[src/sv/fpcp_pkg.sv]
// Shared types, constants and the CRC-16/CCITT-FALSE byte update for the
// framed packet parser. No dependencies.
package fpcp_pkg;

	// Default largest payload a frame may carry
	localparam int MAX_PAYLOAD_DEF = 32;

	// Register reset and CRC constants
	localparam logic [7:0]  FRAME_START_RST = 8'hA5;
	localparam logic [15:0] CRC_INIT        = 16'hFFFF;
	localparam logic [15:0] CRC_POLY        = 16'h1021;

	// Controller states, one-hot
	typedef enum logic [7:0] {
		ST_IDLE   = 8'b0000_0001,
		ST_CMD    = 8'b0000_0010,
		ST_LEN    = 8'b0000_0100,
		ST_DATA   = 8'b0000_1000,
		ST_CRC_LO = 8'b0001_0000,
		ST_CRC_HI = 8'b0010_0000,
		ST_RD     = 8'b0100_0000,
		ST_LOAD   = 8'b1000_0000
	} state_t;

	// Controller to datapath commands
	typedef struct packed {
		logic start;       // start byte seen, restart the CRC
		logic take_cmd;
		logic take_len;
		logic take_data;
		logic take_crc_lo;
		logic take_crc_hi;
		logic rd_issue;    // read payload store at the drain index
		logic out_load;    // load the output register
	} cmd_t;

	// Datapath to controller status
	typedef struct packed {
		logic start_hit;   // incoming byte equals frame_start
		logic len_big;     // incoming byte exceeds the payload limit
		logic len_zero;
		logic data_done;   // this data beat is the final payload byte
		logic crc_ok;      // incoming high byte completes a matching CRC
		logic rd_last;     // drain index is at the final result
		logic out_free;    // output register can take a result this cycle
	} sts_t;

	// CRC-16/CCITT-FALSE update over one byte, MSB first
	function automatic logic [15:0] crc_update(input logic [15:0] crc, input logic [7:0] b);
		logic [15:0] c;
		c = crc ^ {b, 8'h00};
		for (int k = 0; k < 8; k++) begin
			if (c[15]) begin
				c = {c[14:0], 1'b0} ^ CRC_POLY;
			end else begin
				c = {c[14:0], 1'b0};
			end
		end
		return c;
	endfunction

endpackage

[src/sv/framed_packet_crc_parser_core.sv]
// Framed packet parser with CRC-16/CCITT-FALSE check: top level joining the
// controller and datapath. Depends on fpcp_pkg, fpcp_ctrl, fpcp_dpath.
//
// Received bytes are taken one per cycle (in_valid/in_ready) while a frame is
// being hunted or received: start byte (frame_start), command, length,
// payload, then the CRC low byte and high byte. On the CRC high byte of a good
// frame the block drains its payload from the internal store, one result beat
// per payload byte (one beat for an empty frame), last set on the final beat.
// Each result takes one store read (ST_RD) and then one output load (ST_LOAD),
// which waits while the output register is held, and in_ready stays low for
// the whole drain. The last beat may wait in the output register while the
// next frame is already taken.
// Bad-CRC and over-length frames are dropped with no output.
module framed_packet_crc_parser_core #(
	parameter int MAX_PAYLOAD = fpcp_pkg::MAX_PAYLOAD_DEF
) (
	input  logic        clk,
	input  logic        arst_n,
	input  logic        cfg_we,
	input  logic [7:0]  cfg_wdata,
	input  logic        in_valid,
	output logic        in_ready,
	input  logic [7:0]  rx_byte,
	output logic        out_valid,
	input  logic        out_ready,
	output logic [7:0]  command,
	output logic [5:0]  payload_length,
	output logic [7:0]  payload_byte,
	output logic [4:0]  byte_index,
	output logic [15:0] received_crc,
	output logic        last
);

	fpcp_pkg::cmd_t cmd;
	fpcp_pkg::sts_t sts;

	// Frame sequencing
	fpcp_ctrl u_ctrl (
		.clk      (clk),
		.arst_n   (arst_n),
		.in_valid (in_valid),
		.in_ready (in_ready),
		.sts      (sts),
		.cmd      (cmd)
	);

	// Storage, CRC and output register
	fpcp_dpath #(
		.MAX_PAYLOAD (MAX_PAYLOAD)
	) u_dpath (
		.clk            (clk),
		.arst_n         (arst_n),
		.cfg_we         (cfg_we),
		.cfg_wdata      (cfg_wdata),
		.rx_byte        (rx_byte),
		.cmd            (cmd),
		.sts            (sts),
		.out_valid      (out_valid),
		.out_ready      (out_ready),
		.command        (command),
		.payload_length (payload_length),
		.payload_byte   (payload_byte),
		.byte_index     (byte_index),
		.received_crc   (received_crc),
		.last           (last)
	);

endmodule

[src/sv/fpcp_dpath.sv]
// Datapath of the framed packet parser: frame_start register, CRC, payload
// store, drain counters and the output register. Depends on fpcp_pkg.
module fpcp_dpath #(
	parameter int MAX_PAYLOAD = fpcp_pkg::MAX_PAYLOAD_DEF
) (
	input  logic              clk,
	input  logic              arst_n,
	input  logic              cfg_we,
	input  logic [7:0]        cfg_wdata,
	input  logic [7:0]        rx_byte,
	input  fpcp_pkg::cmd_t    cmd,
	output fpcp_pkg::sts_t    sts,
	output logic              out_valid,
	input  logic              out_ready,
	output logic [7:0]        command,
	output logic [5:0]        payload_length,
	output logic [7:0]        payload_byte,
	output logic [4:0]        byte_index,
	output logic [15:0]       received_crc,
	output logic              last
);

	localparam int LW = $clog2(MAX_PAYLOAD + 1);
	localparam int IW = (MAX_PAYLOAD > 1) ? $clog2(MAX_PAYLOAD) : 1;
	localparam logic [7:0] MaxByte = 8'(MAX_PAYLOAD);

	logic [7:0]    frame_start_q;
	logic [15:0]   crc_q;
	logic [7:0]    cmd_byte_q;
	logic [LW-1:0] len_q;
	logic [LW-1:0] fill_q;
	logic [IW-1:0] rd_idx_q;
	logic [7:0]    crc_lo_q;
	logic [15:0]   rx_crc_q;
	logic [7:0]    rd_data_q;
	logic [7:0]    mem [MAX_PAYLOAD];
	logic          out_valid_q;

	// Frame start register
	always_ff @(posedge clk or negedge arst_n) begin
		if (!arst_n) begin
			frame_start_q <= fpcp_pkg::FRAME_START_RST;
		end else if (cfg_we) begin
			frame_start_q <= cfg_wdata;
		end
	end

	// Running CRC over command, length and payload
	always_ff @(posedge clk or negedge arst_n) begin
		if (!arst_n) begin
			crc_q <= fpcp_pkg::CRC_INIT;
		end else if (cmd.start) begin
			crc_q <= fpcp_pkg::CRC_INIT;
		end else if (cmd.take_cmd || cmd.take_len || cmd.take_data) begin
			crc_q <= fpcp_pkg::crc_update(crc_q, rx_byte);
		end
	end

	// Frame counters
	always_ff @(posedge clk or negedge arst_n) begin
		if (!arst_n) begin
			len_q    <= '0;
			fill_q   <= '0;
			rd_idx_q <= '0;
		end else begin
			if (cmd.take_len) begin
				len_q    <= LW'(rx_byte);
				fill_q   <= '0;
				rd_idx_q <= '0;
			end
			if (cmd.take_data) begin
				fill_q <= fill_q + LW'(1);
			end
			if (cmd.out_load) begin
				rd_idx_q <= rd_idx_q + IW'(1);
			end
		end
	end

	// Header and CRC byte holding
	always_ff @(posedge clk) begin
		if (cmd.take_cmd) begin
			cmd_byte_q <= rx_byte;
		end
		if (cmd.take_crc_lo) begin
			crc_lo_q <= rx_byte;
		end
		if (cmd.take_crc_hi) begin
			rx_crc_q <= {rx_byte, crc_lo_q};
		end
	end

	// Payload store, registered read
	always_ff @(posedge clk) begin
		if (cmd.take_data) begin
			mem[fill_q[IW-1:0]] <= rx_byte;
		end
		if (cmd.rd_issue) begin
			rd_data_q <= mem[rd_idx_q];
		end
	end

	// Output register
	always_ff @(posedge clk or negedge arst_n) begin
		if (!arst_n) begin
			out_valid_q <= 1'b0;
		end else if (cmd.out_load) begin
			out_valid_q <= 1'b1;
		end else if (out_ready) begin
			out_valid_q <= 1'b0;
		end
	end

	always_ff @(posedge clk) begin
		if (cmd.out_load) begin
			command        <= cmd_byte_q;
			payload_length <= 6'(len_q);
			payload_byte   <= (len_q == '0) ? 8'h00 : rd_data_q;
			byte_index     <= 5'(rd_idx_q);
			received_crc   <= rx_crc_q;
			last           <= sts.rd_last;
		end
	end

	assign out_valid = out_valid_q;

	// Status toward the controller
	always_comb begin
		sts.start_hit = (rx_byte == frame_start_q);
		sts.len_big   = (rx_byte > MaxByte);
		sts.len_zero  = (rx_byte == 8'h00);
		sts.data_done = ((fill_q + LW'(1)) == len_q);
		sts.crc_ok    = ({rx_byte, crc_lo_q} == crc_q);
		sts.rd_last   = (len_q == '0) || ((LW'(rd_idx_q) + LW'(1)) == len_q);
		sts.out_free  = !out_valid_q || out_ready;
	end

endmodule

[src/sv/fpcp_ctrl.sv]
// Controller state machine of the framed packet parser: frame phases and
// the payload drain sequence. Depends on fpcp_pkg.
module fpcp_ctrl (
	input  logic              clk,
	input  logic              arst_n,
	input  logic              in_valid,
	output logic              in_ready,
	input  fpcp_pkg::sts_t    sts,
	output fpcp_pkg::cmd_t    cmd
);

	fpcp_pkg::state_t state_q, state_d;
	logic in_fire;

	// Bytes are taken in every receive phase, never during the drain
	assign in_ready = !(state_q == fpcp_pkg::ST_RD || state_q == fpcp_pkg::ST_LOAD);
	assign in_fire  = in_valid && in_ready;

	// Commands
	always_comb begin
		cmd.start       = (state_q == fpcp_pkg::ST_IDLE) && in_fire && sts.start_hit;
		cmd.take_cmd    = (state_q == fpcp_pkg::ST_CMD) && in_fire;
		cmd.take_len    = (state_q == fpcp_pkg::ST_LEN) && in_fire && !sts.len_big;
		cmd.take_data   = (state_q == fpcp_pkg::ST_DATA) && in_fire;
		cmd.take_crc_lo = (state_q == fpcp_pkg::ST_CRC_LO) && in_fire;
		cmd.take_crc_hi = (state_q == fpcp_pkg::ST_CRC_HI) && in_fire;
		cmd.rd_issue    = (state_q == fpcp_pkg::ST_RD);
		cmd.out_load    = (state_q == fpcp_pkg::ST_LOAD) && sts.out_free;
	end

	// Next state
	always_comb begin
		state_d = state_q;
		unique case (state_q)
			fpcp_pkg::ST_IDLE: begin
				if (in_fire && sts.start_hit) state_d = fpcp_pkg::ST_CMD;
			end
			fpcp_pkg::ST_CMD: begin
				if (in_fire) state_d = fpcp_pkg::ST_LEN;
			end
			fpcp_pkg::ST_LEN: begin
				if (in_fire) begin
					if (sts.len_big) begin
						state_d = fpcp_pkg::ST_IDLE;
					end else if (sts.len_zero) begin
						state_d = fpcp_pkg::ST_CRC_LO;
					end else begin
						state_d = fpcp_pkg::ST_DATA;
					end
				end
			end
			fpcp_pkg::ST_DATA: begin
				if (in_fire && sts.data_done) state_d = fpcp_pkg::ST_CRC_LO;
			end
			fpcp_pkg::ST_CRC_LO: begin
				if (in_fire) state_d = fpcp_pkg::ST_CRC_HI;
			end
			fpcp_pkg::ST_CRC_HI: begin
				if (in_fire) state_d = sts.crc_ok ? fpcp_pkg::ST_RD : fpcp_pkg::ST_IDLE;
			end
			fpcp_pkg::ST_RD: begin
				state_d = fpcp_pkg::ST_LOAD;
			end
			fpcp_pkg::ST_LOAD: begin
				if (sts.out_free) state_d = sts.rd_last ? fpcp_pkg::ST_IDLE : fpcp_pkg::ST_RD;
			end
			default: begin
				state_d = fpcp_pkg::ST_IDLE;
			end
		endcase
	end

	always_ff @(posedge clk or negedge arst_n) begin
		if (!arst_n) begin
			state_q <= fpcp_pkg::ST_IDLE;
		end else begin
			state_q <= state_d;
		end
	end

	// Output register is only loaded when it can take the beat
	a_load_free: assert property (@(posedge clk) disable iff (!arst_n)
		cmd.out_load |-> sts.out_free)
		else $error("output load while output register busy");

	// A CRC mismatch drops the frame and returns to the hunt
	a_crc_drop: assert property (@(posedge clk) disable iff (!arst_n)
		(cmd.take_crc_hi && !sts.crc_ok) |=> (state_q == fpcp_pkg::ST_IDLE))
		else $error("bad frame not dropped");

	// Every store read is followed by a load attempt on the next cycle
	a_rd_load: assert property (@(posedge clk) disable iff (!arst_n)
		cmd.rd_issue |=> (state_q == fpcp_pkg::ST_LOAD && !in_ready))
		else $error("store read not followed by load");

	// A good frame starts the drain with a store read
	a_crc_drain: assert property (@(posedge clk) disable iff (!arst_n)
		(cmd.take_crc_hi && sts.crc_ok) |=> cmd.rd_issue)
		else $error("good frame not drained");

endmodule

[config.mk]
export PLATFORM = sky130hd
export DESIGN_NAME = framed_packet_crc_parser_core
export DESIGN_NICKNAME = d
export VERILOG_FILES = /design/src/sv/fpcp_pkg.sv /design/src/sv/framed_packet_crc_parser_core.sv /design/src/sv/fpcp_dpath.sv /design/src/sv/fpcp_ctrl.sv
export SDC_FILE = /design/constraint.sdc
export NUM_CORES = 1
export LEC_CHECK = 0
export ABC_AREA = 0
export BUFFER_PORTS_ARGS = -buffer_cell sky130_fd_sc_hd__buf_2
export CAP_MARGIN = 30
export CORE_MARGIN = 3
export CORE_UTILIZATION = 55
export DETAILED_ROUTE_END_ITERATION = 8
export PLACE_DENSITY = 0.72
export SETUP_SLACK_MARGIN = 0.02
export SLEW_MARGIN = 20
export SYNTH_ARGS = -nofsm -noshare
export SYNTH_HDL_FRONTEND = slang
export SYNTH_HIERARCHICAL = 1
export SYNTH_SLANG_ARGS = --single-unit
[constraint.sdc]
create_clock -name clk -period 10.7 [get_ports clk]
set_input_delay 1.07 -clock clk [delete_from_list [all_inputs] [get_ports clk]]
set_output_delay 1.07 -clock clk [all_outputs]
set_load 0.005 [all_outputs]
* Yosys cells after proc, flatten, opt, wreduce, memory -nomap -nowiden
Memory sizes are Yosys's and may differ from the RTL's. A register that Yosys moved wholly into a read port is not among the register bits.
Cells that the tools add are included.
** Word-level totals
- Memory bits (read-only) :: 0
- Memories :: 1
- Latch bits :: 0
- Output and inout port bits :: 46
- Memory bits (writable) :: 256
- Logic and storage cells :: 120
- Bits in registers :: 126
** Cells by class
- Div/mod/pow operators :: 0
- Shifts and indexed selects :: 0
- Add/sub/neg operators :: 3
- Equality and inequality tests :: 19
- Muxes and demuxes :: 44
- Multiply operators :: 0
- Order comparisons :: 1
- Bitwise logic cells :: 9
- Reduce and logical (&&, ||, !) cells :: 27
** Memory list
- u_dpath.mem :: words 32, bits a word 8, read ports 1, clocked after memory_dff 1, write ports 1, line fpcp_dpath.sv:36 : logic [7:0] mem [MAX_PAYLOAD];
** Operators with widths (number)
- two-way mux 16 bit :: 16
- two-way mux 13 bit :: 8
- two-way mux 8 bit :: 8
- case mux 8 bit (8 select lines) :: 1
- NOT 3 bit :: 8
- equality test 16 bit :: 1
- bitwise XOR 16 bit :: 1
- two-way mux 5 bit :: 3
- two-way mux 7 bit :: 2
- equality test 6 bit :: 2
- logical AND 1 bit :: 12
- two-way mux 6 bit :: 2
- inequality test 2 x 1 -> 1 bit (second input constant) :: 5
- equality test 8 x 1 -> 1 bit (second input constant) :: 1
- equality test 8 x 2 -> 1 bit (second input constant) :: 1
- equality test 8 x 3 -> 1 bit (second input constant) :: 1
- equality test 8 x 4 -> 1 bit (second input constant) :: 1
- equality test 8 x 5 -> 1 bit (second input constant) :: 1
- equality test 8 x 6 -> 1 bit (second input constant) :: 1
- equality test 8 x 7 -> 1 bit (second input constant) :: 1
- equality test 8 bit :: 1
- equality test 8 bit (second input constant) :: 1
- > comparator 8 x 6 -> 1 bit (second input constant) :: 1
- logical NOT 8 bit :: 1
- 10 further kinds :: 23

* Logic depth before layout (Yosys ltp)
- Depth after elaboration :: 38
- Depth in mapped cells :: 11

* Cells and area by module
Netlist, hierarchy kept.
** Modules (own cells, without submodules)
- fpcp_dpath :: area an instance 14936.8 sq um, instances 1, cells an instance 741, sequential area each 11285.8 sq um
- fpcp_ctrl :: area an instance 695.7 sq um, instances 1, cells an instance 82, sequential area each 201.4 sq um

* Worst setup path after synthesis
Ideal clock, no wire load.
- Kind :: input to register
- Start point :: in out_ready
- End point :: reg u_dpath.rd_idx_q[0]
- Library setup time :: 0.125 ns
- Data required time :: 10.575 ns
- Slack :: 6.771 ns
- Cell stages on the path :: 6
- Path buffers :: 1
- Arrival time :: 3.804 ns
- Cell sequence :: nand2b_1 inv_1 nor2_1 clkbuf_1 nor2_1 mux2_2
** RTL lines
- start, declared :: line framed_packet_crc_parser_core.sv:25 : input logic out_ready,
- end signal, assigned :: line fpcp_dpath.sv:75 : rd_idx_q <= rd_idx_q + IW'(1);
- end, declared :: line fpcp_dpath.sv:32 : logic [IW-1:0] rd_idx_q;

==> results.cfg <==
[clocking]
clock-sinks = 390
clk_latency_ps = 530
tritoncts = done
cts_buffers = 39
cts_buffer_depth = 3
cts_setup_buffers = 0
clk_pin_slew_ps = 60
hold_buffers = 0
cts.repair.resized = 0
cts_htree_levels = 2
cts_root_buffer = clkbuf_16

[routing]
via_per_inst = 5.83
drt-pass1-iter-count = 7
drt_iter0_drc = 670
topRoutingLayerUsed = met4
vias = 7683
routedWlPerCell_um = 23.3
drc_errors = 0
antenna_left = 0
wl_met1_um = 13200
wl_um = 30700
dr_wl_met2_um = 15300
met3_length_um = 1680

[die]
die_y_um = 175
initial_core_util_pct = 56.0
die_x_um = 175
io_pins = 67
rows = 61
coreArea_um2 = 27900
die_area_um2 = 30500

[power]
p_per_area_nw_per_um2 = 181
p_total_uw = 3200
leakagePower_uw = 0.00591
peakVddDrop_mv = 0.145

[logic_synthesis]
synth-edff-count = 340
synth_most_common_cell = edfxtp_1
ys_seq_area_share_pct = 73.5
ys_async_sr_fraction_pct = 12.8
synth_flop_cell = edfxtp_1
muxShareOfSynthArea_pct = 13.6
yosys.area.top_type_share_pct = 65.3
synth.distinct_cells = 60
yosys_warnings = 6
synthesis.area_um2 = 15600
yosysTopAreaCell = edfxtp_1
synthesis.instances = 823
synth.avg_cell_area_um2 = 19.0
synth-simple-area-share_pct = 5.47
ys_seq_elements = 390
syn-num-nets = 849
synth_fa_ha_area_share_pct = 0.400
synth_area_leaders = edfxtp_1 (65%), mux4_2 (9.5%), dfrtp_1 (4.6%), dfstp_2 (3.5%), mux4_1 (2.4%)
synth_common_cells = edfxtp_1 (340), nor2_1 (67), mux4_2 (66)
synth_xor_area_share_pct = 3.23
synth_top_family_by_area = multiplexers
synth_compound_area_share_pct = 2.20

[min_path]
hp-class = reg -> reg
hp-start = u_dpath/cmd_byte_q[6]
worstHoldEndpoint = u_dpath/command[6]
whs_path_depth = 0

[placement]
hpwl_um = 18400
placed_cell_area_um2 = 16300
dp_cells = 1243
place_ws_ps = 7050
io_buffers = 66
gp_congestion = 0.836

[worst_setup_path]
rr_endpoint = u_dpath/rd_data_q[0]
cp_max_fo = 44
reg2reg_from = u_dpath/rd_idx_q[0]
cp-end-kind = flip-flop
start_kind = flip-flop
crit_type = reg -> reg
reg2reg_depth = 4
required_ps = 10980
worstPathArrival_ps = 3610
reg2reg_slack_ps = 7360

[sta]
rsz0062_at_grt = false
min_period_over_period_pct = 31.2
hold_viol = 0
timing.fmax_mhz = 300
relSlewSlack_pct = 31.6
tightest_slew_ps = 1020
final.setup.tns_ps = 0
layout_min_cycle_time_ps = 3340
worst_slack_ps = 7360
setup_viol = 0
fin_skew_ps = 21.9
slew_viol_final = 0

[global_routing]
overflow = 0
antenna_found_initial = 1
grt_usage_pct = 20.4
first_global_vias = 7727
grt_max_degree = 72
grt_pass1_wl_um = 46900

[run]
cap_viol_max_count = 0

[final_layout]
area_delta_synth_final_pct = 13.0
final_cell_area_um2 = 17700
instances_no_fill = 1318
antenna_cells = 0
fin_nets = 936
layout-drive-gt1-share_pct = 27.4

[run_status]
status = completed
-- layout by cell type (no fill, tap or decap), drive strengths merged, types with 11 or more instances in the layout --
cell type / Yosys / routed
buf: 13 / 81
nand2: 22 / 22
xor2: 16 / 16
xnor2: 39 / 39
nor3: 11 / 11
nand3: 11 / 11
dfstp: 21 / 21
a21oi: 19 / 19
o21ai: 13 / 13
clkinv: 0 / 12
mux4: 80 / 80
nor2: 67 / 67
edfxtp: 340 / 340
mux2: 23 / 23
dfrtp: 29 / 29
inv: 10 / 12
clkbuf: 22 / 52
-- layer usage --
layer  vias to the layer above  track usage [%]
met5                         -                0
met4                         0             5.39
met3                        43             2.89
met2                       247             33.3
met1                      3950             29.8
li1                       3443                -
-- sequential cells by signal, summed over array words and instances (netlist names), 5 cells and up --
name and flops:
u_dpath/frame_start_q 8, u_ctrl/state_q 8, u_dpath/len_q 6, u_dpath/rd_idx_q 5, u_dpath/rx_crc_q 16, u_dpath/crc_lo_q 8
u_dpath/rd_data_q 8, u_dpath/payload_byte 8, u_dpath/payload_length 6, u_dpath/fill_q 6, u_dpath/command 8, u_dpath/cmd_byte_q 8
u_dpath/crc_q 16, u_dpath/mem 256, u_dpath/byte_index 5, u_dpath/received_crc 16
-- cells by family after synthesis --
| group | Yosys count |
|---|---|
| compound gates | 55 |
| simple gates | 167 |
| xor+xnor | 56 |
| mux | 105 |
| buf+inv | 45 |
| flops | 390 |
| fa+ha+maj | 5 |
-- how the worst max path moves through the flow --
| stage | cells past startpoint | end | startpoint |
|---|---|---|---|
| after floorplan | 6 | u_dpath/rd_idx_q[0] | out_ready |
| after global placement | 9 | u_dpath/crc_q[4] | rx_byte[2] |
| after global routing | 4 | u_dpath/rd_data_q[3] | u_dpath/rd_idx_q[0] |
| after CTS | 6 | u_dpath/crc_q[0] | u_ctrl/state_q[7] |
| after detailed placement | 9 | u_dpath/crc_q[0] | rx_byte[2] |
| final | 4 | u_dpath/rd_data_q[0] | u_dpath/rd_idx_q[0] |
-- area by class of cell --
| cell class | count | area (µm²) |
|---|---|---|
| sequential | 390 | 11500 |
| fill | 1966 | 10300 |
| multi-input combinational | 388 | 3910 |
| clock buffer | 52 | 1080 |
| tap | 378 | 473 |
| timing repair buffer | 81 | 463 |
| clock inverter | 19 | 219 |
| inverter | 10 | 37.5 |
-- power by group --
| group | total (µW) | internal [µW] | switching, µW |
|---|---|---|---|
| sequential | 1700 | 1680 | 20.3 |
| combinational | 133 | 55.4 | 77.9 |
| clock | 1360 | 810 | 552 |
| total | 3200 | 2550 | 650 |
-- worst max-delay path, stage by stage (launching register included) --
cell	delay, ps
dfrtp_4	770
buf_4	780
mux4_1	660
mux4_2	530
mux2_2	310
-- per-stage QoR --
step           util, %  hold slack (ps)
2_1_floorplan        -              400
3_3_place_gp      58.4              402
3_5_place_dp      58.4              405
4_1_cts           63.1              418
5_1_grt           63.2              427
6_report          63.2              418
No activity file was read; power rests on OpenSTA's default activity.
